## src/segi_pkg.sv

```systemverilog
package segi_pkg;

	localparam int COORD_W = 16;
	localparam int FRAC_W  = 8;
	localparam int OUT_W   = COORD_W + FRAC_W;
	localparam int DIFF_W  = COORD_W + 1;
	localparam int PROD_W  = 2 * DIFF_W;
	localparam int SIDE_W  = PROD_W + 1;
	localparam int DEN_W   = PROD_W + 2;
	localparam int PMUL_W  = DEN_W + DIFF_W;
	localparam int QUO_W   = COORD_W + FRAC_W;

	typedef struct packed {
		logic signed [COORD_W-1:0] first_start_x;
		logic signed [COORD_W-1:0] first_start_y;
		logic signed [COORD_W-1:0] first_end_x;
		logic signed [COORD_W-1:0] first_end_y;
		logic signed [COORD_W-1:0] second_start_x;
		logic signed [COORD_W-1:0] second_start_y;
		logic signed [COORD_W-1:0] second_end_x;
		logic signed [COORD_W-1:0] second_end_y;
	} seg_pair_t;

	typedef struct packed {
		logic                    crosses;
		logic signed [OUT_W-1:0] cross_x;
		logic signed [OUT_W-1:0] cross_y;
	} cross_res_t;

	// front end to dividers
	typedef struct packed {
		logic                      valid;
		logic                      keep;
		logic [DEN_W-1:0]          den;
		logic signed [PMUL_W-1:0]  px;
		logic signed [PMUL_W-1:0]  py;
		logic signed [COORD_W-1:0] ax;
		logic signed [COORD_W-1:0] ay;
	} geo_t;

endpackage

```

## src/segi_div.sv

```systemverilog
module segi_div (
	input  logic                                  clk,
	input  logic                                  arst_n,
	input  logic                                  in_valid,
	input  logic                                  in_keep,
	input  logic signed [segi_pkg::COORD_W-1:0]   in_base,
	input  logic signed [segi_pkg::PMUL_W-1:0]    in_prod,
	input  logic [segi_pkg::DEN_W-1:0]            in_den,
	output logic                                  out_valid,
	output logic                                  out_keep,
	output logic signed [segi_pkg::OUT_W-1:0]     out_value
);
	localparam int C  = segi_pkg::COORD_W;
	localparam int F  = segi_pkg::FRAC_W;
	localparam int D  = segi_pkg::DEN_W;
	localparam int PW = segi_pkg::PMUL_W;
	localparam int Q  = segi_pkg::QUO_W;
	localparam int OW = segi_pkg::OUT_W;
	localparam int XW = OW + 2;

	logic          valid_s [Q+1];
	logic          keep_s  [Q+1];
	logic          neg_s   [Q+1];
	logic [C-1:0]  base_s  [Q+1];
	logic [D-1:0]  den_s   [Q+1];
	logic [D-1:0]  rem_s   [Q+1];
	logic [Q-1:0]  dlo_s   [Q+1];
	logic [Q-1:0]  quo_s   [Q+1];
	logic [PW-1:0] mag;

	assign mag = in_prod[PW-1] ? PW'(-in_prod) : PW'(in_prod);

	// entry: top part of the dividend seeds the remainder, it is below the divisor
	always_ff @(posedge clk) begin
		keep_s[0] <= in_keep;
		neg_s[0]  <= in_prod[PW-1];
		base_s[0] <= in_base;
		den_s[0]  <= in_den;
		rem_s[0]  <= D'(mag >> C);
		dlo_s[0]  <= Q'(mag[C-1:0]) << F;
		quo_s[0]  <= '0;
	end

	genvar k;
	generate
		for (k = 1; k <= Q; k++) begin : g_step
			logic [D:0] trial;
			logic       ge;
			always_comb begin
				trial = {rem_s[k-1], dlo_s[k-1][Q-k]};
				ge    = trial >= {1'b0, den_s[k-1]};
			end
			always_ff @(posedge clk) begin
				keep_s[k] <= keep_s[k-1];
				neg_s[k]  <= neg_s[k-1];
				base_s[k] <= base_s[k-1];
				den_s[k]  <= den_s[k-1];
				dlo_s[k]  <= dlo_s[k-1];
				rem_s[k]  <= ge ? D'(trial - {1'b0, den_s[k-1]}) : D'(trial);
				quo_s[k]  <= {quo_s[k-1][Q-2:0], ge};
			end
			always_ff @(posedge clk or negedge arst_n) begin
				if (!arst_n) begin
					valid_s[k] <= 1'b0;
				end else begin
					valid_s[k] <= valid_s[k-1];
				end
			end
		end
	endgenerate

	always_ff @(posedge clk or negedge arst_n) begin
		if (!arst_n) begin
			valid_s[0] <= 1'b0;
			out_valid  <= 1'b0;
		end else begin
			valid_s[0] <= in_valid;
			out_valid  <= valid_s[Q];
		end
	end

	// floor of the scaled offset, add the base, then round toward zero
	logic                 inexact;
	logic signed [XW-1:0] fl_v, fl_t, base_x;

	always_comb begin
		inexact = |rem_s[Q];
		base_x  = XW'($signed(base_s[Q])) <<< F;
		if (neg_s[Q])
			fl_v = -$signed({2'b00, quo_s[Q]}) - $signed(XW'(inexact));
		else
			fl_v = $signed({2'b00, quo_s[Q]});
		fl_t = base_x + fl_v;
		if (inexact && fl_t[XW-1])
			fl_t = fl_t + XW'(1);
	end

	always_ff @(posedge clk) begin
		out_keep  <= keep_s[Q];
		out_value <= keep_s[Q] ? OW'(fl_t) : '0;
	end

endmodule

```

## config.mk

```make
export PLATFORM = sky130hd
export DESIGN_NAME = segi_div
export DESIGN_NICKNAME = d
export VERILOG_FILES = /design/src/segi_pkg.sv /design/src/segi_div.sv
export SDC_FILE = /design/constraint.sdc
export NUM_CORES = 2
export LEC_CHECK = 0
export BUFFER_PORTS_ARGS = -buffer_cell sky130_fd_sc_hd__buf_2
export CORE_ASPECT_RATIO = 1.1
export CORE_MARGIN = 2
export CORE_UTILIZATION = 45
export DETAILED_ROUTE_END_ITERATION = 10
export PLACE_DENSITY = 0.58
export SETUP_SLACK_MARGIN = 0.02
export SYNTH_ARGS = -nofsm -noshare
export SYNTH_HDL_FRONTEND = slang
export SYNTH_SLANG_ARGS = --single-unit
```

## constraint.sdc

```tcl
create_clock -name clk -period 17.4 [get_ports clk]
set_input_delay 0.87 -clock clk [delete_from_list [all_inputs] [get_ports clk]]
set_output_delay 0.87 -clock clk [all_outputs]
set_load 0.1 [all_outputs]
```

==> results.ini <==
[floorplan]
fp.dieW_um=481
start_util=0.453
rows=192
io_pins=135
dieArea_um2=255000
fp.dieH_um=529
coreArea_um2=249000

[global_route]
first_global_vias=81200
grt_usage=0.220
grt_max_degree=72
overflow=0
grt_pass1_wl_mm=447
antenna_found_initial=27

[routing]
avgViaCountPerCell=5.23
initialDrtViolationCount=4672
drtAntennaViolNets=0
via_count=81600
drc=0
drt_first_pass_iters=5
wl_per_cell_um=18.4
drt_wl_total_mm=287

[finish]
drive_above_1_share=0.0814
finalCoreUtilization=0.511
fin_nets=13000
area_growth_pct=12.8

[sta]
relSlewSlack=0.185
min_period_ns=6.99
setup_viol=0
worst_pin_slew_ns=1.21
period_share=0.402
skew_ns=0.0540
hold_viol=0
maxClockFrequency_mhz=143
slew_violations=0
setup_tns_ns=0
rsz0062_at_grt=false

[pwr]
internal_power_uw=17200
leakage_uw=0.0581
ir_worst_vdd_uv=114
p_switching_uw=11000
combPwrFrac=0.459
pwr-share-seq=0.321
power_density_nw_per_um2=221
power_frac_clock=0.219
swShare=0.390

[synth]
synth_top_area_frac=0.475
ys.warnings.count=0
synth_cells=11700
ys_types=87
synth-seq-cells=2701
post-synth-top-area-cell=dfxtp_1
synthTopCellsByCount=2,675 x dfxtp_1, 1,129 x inv_1, 912 x ha_1
yosysSeqAreaShare=0.481
synth_edf_count=0
syn-num-nets=12800
ys_top_cells_by_area=dfxtp_1 48%, ha_1 10%, o21ai_0 3.9%, xnor2_1 3.9%, a21oi_1 3.9%
netlist_area_um2=113000
synth.most_common_cell=dfxtp_1
ys.flop_type=dfxtp_1
syn_avg_cell_area_um2=9.63
synth-async-reset-ratio=0.00963

[placed_design]
hpwl_mm=228
io_buffers=134
gp_congestion=0.921

[clocking]
cts_buffers=289
path_clk_slew_ns=0.06
cts_tree=yes
cts.sinks=2701
clockRootBuffer=clkbuf_16
cts_setup_buffers=0
cts_max_level=5
cts_buffer_depth=4
clock_latency_ns=0.85

[critical_path]
endpoint_kind=flip-flop
r2r_slack_ns=10.41
reg2reg_depth=32
critPathArrivalTime_ns=7.75
crit_required_ns=18.15
r2r_start=rem_s[3][30]
r2r-end=out_value[20]
critPathTopFamily=simple AND/OR/NAND/NOR gates
worst-path-buf-inv=3
worstPathMaxFanout=19
crit_path_top_delay_cell=or4_1
cp-start-kind=flip-flop
cpPeakStageDelay_ns=0.60
worstSetupPathType=flip-flop to flip-flop

[flow_run]
maxCapViolCount=0

[min_path]
whs_path_depth=1
min_from=in_base[13]
hold_class=input pin to flip-flop
min_to=base_s[0][13]

[run_status]
outcome=finished, final reports clean

==> power by group through the flow <==
stage	Sequential (uW)	Combinational [uW]	Clock, uW
after global routing	9210	14400	6590
after global placement	9160	12700	0
after floorplan	8770	9850	0
final	9040	12900	6170
after detailed placement	9170	12800	0
after CTS	9050	12900	6330
==> registers in the layout, summed over array words and instances (netlist names) <==
signal / flops
base_s: 400
den_s: 864
dlo_s: 136
keep_s: 25
neg_s: 25
out_keep: 1
out_valid: 1
out_value: 24
quo_s: 300
rem_s: 900
valid_s: 25
==> routing by layer <==
layer / vias to the layer above / routed length [um] / track usage
met4: 4 / 14200 / 0.103
met1: 38600 / 118000 / 0.253
met5: - / 32 / 0
met2: 1526 / 144000 / 0.402
met3: 507 / 10900 / 0.0295
li1: 41000 / - / -
==> kinds of logic (layout without fill, tap and decap cells) <==
logic type / after synthesis / count (layout) / synth area share
AO/OA/AOI/OAI: 3096 / 3096 / 0.170
XOR/XNOR: 814 / 814 / 0.0632
adder cells (fa/ha/maj): 937 / 937 / 0.106
buffers and inverters: 1384 / 1807 / 0.0462
flip-flops: 2701 / 2701 / 0.481
multiplexers: 276 / 276 / 0.0273
other: 0 / 177 / 0
AND/OR/NAND/NOR: 2498 / 2498 / 0.107
==> stage by stage <==
step / power (uW) / instance area, um^2 / std cells / setup slack [ns] / hold WS [ns]
after global placement: 21800 / 117000 / 14900 / 10.24 / 0.309
after floorplan: 18600 / 113000 / 11700 / 11.08 / 0.310
final: 28100 / 127000 / 15600 / 10.41 / 0.120
after CTS: 28300 / 127000 / 15400 / 10.40 / 0.0375
after global routing: 30200 / 127000 / 15600 / 9.97 / 0.0551
after detailed placement: 22000 / 117000 / 14900 / 10.43 / 0.312
==> cell usage in the layout, fill, tap and decap left out, types with 25 or more instances in the layout <==
| cell | synthesis | final |
|---|---|---|
| a31oi_1 | 101 | 101 |
| buf_2 | 3 | 134 |
| or2_2 | 34 | 34 |
| nand3_1 | 167 | 167 |
| a21oi_1 | 869 | 867 |
| and2_1 | 47 | 47 |
| inv_1 | 1129 | 1129 |
| nand2_1 | 876 | 876 |
| a221oi_1 | 28 | 27 |
| o31ai_1 | 93 | 93 |
| and3_1 | 75 | 75 |
| o21a_1 | 113 | 113 |
| nand2b_1 | 146 | 146 |
| xor2_1 | 311 | 311 |
| nor4_1 | 50 | 49 |
| mux2_2 | 252 | 252 |
| ha_1 | 912 | 912 |
| a21o_1 | 473 | 470 |
| fa_1 | 25 | 25 |
| dfxtp_1 | 2675 | 2675 |
| a21boi_0 | 38 | 38 |
| nor2_1 | 546 | 546 |
| or4_1 | 25 | 25 |
| clkbuf_16 | 0 | 298 |
| a211o_1 | 34 | 34 |
| clkbuf_8 | 0 | 52 |
| nor3_1 | 126 | 125 |
| clkinv_2 | 0 | 38 |
| o211ai_1 | 54 | 54 |
| buf_4 | 0 | 36 |
| a211oi_1 | 79 | 77 |
| nand4_1 | 126 | 126 |
| o21bai_1 | 114 | 113 |
| diode_2 | 0 | 177 |
| nor2b_1 | 128 | 128 |
| dfrtp_1 | 26 | 26 |
| o21ai_0 | 882 | 881 |
| or3_1 | 42 | 42 |
| clkbuf_1 | 232 | 50 |
| xnor2_1 | 503 | 503 |
==> area by class of cell <==
type                       count  area (um^2)
timing repair buffer         172          963
clock inverter               103         1280
tap                         3298         4130
clock buffer                 400         8360
inverter                    1132         4250
sequential                  2701        54200
multi-input combinational   7621        53500
fill                       22800       122000
antenna                      177          443
==> repair_timing <==
action                    CTS  global route
hold endpoints to repair   26             0
hold buffers                1             0
resized for setup           0             0
==> how the worst max path moves through the flow <==
stage	from	to	slack, ns	depth (start not counted)
after floorplan	rem_s[3][3]	out_value[19]	11.08	31
after global placement	rem_s[3][30]	out_value[20]	10.24	32
after detailed placement	rem_s[3][30]	out_value[20]	10.43	32
after CTS	rem_s[3][30]	out_value[20]	10.40	32
after global routing	rem_s[3][30]	out_value[20]	9.97	32
final	rem_s[3][30]	out_value[20]	10.41	32
(Power assumes the default switching activity.)
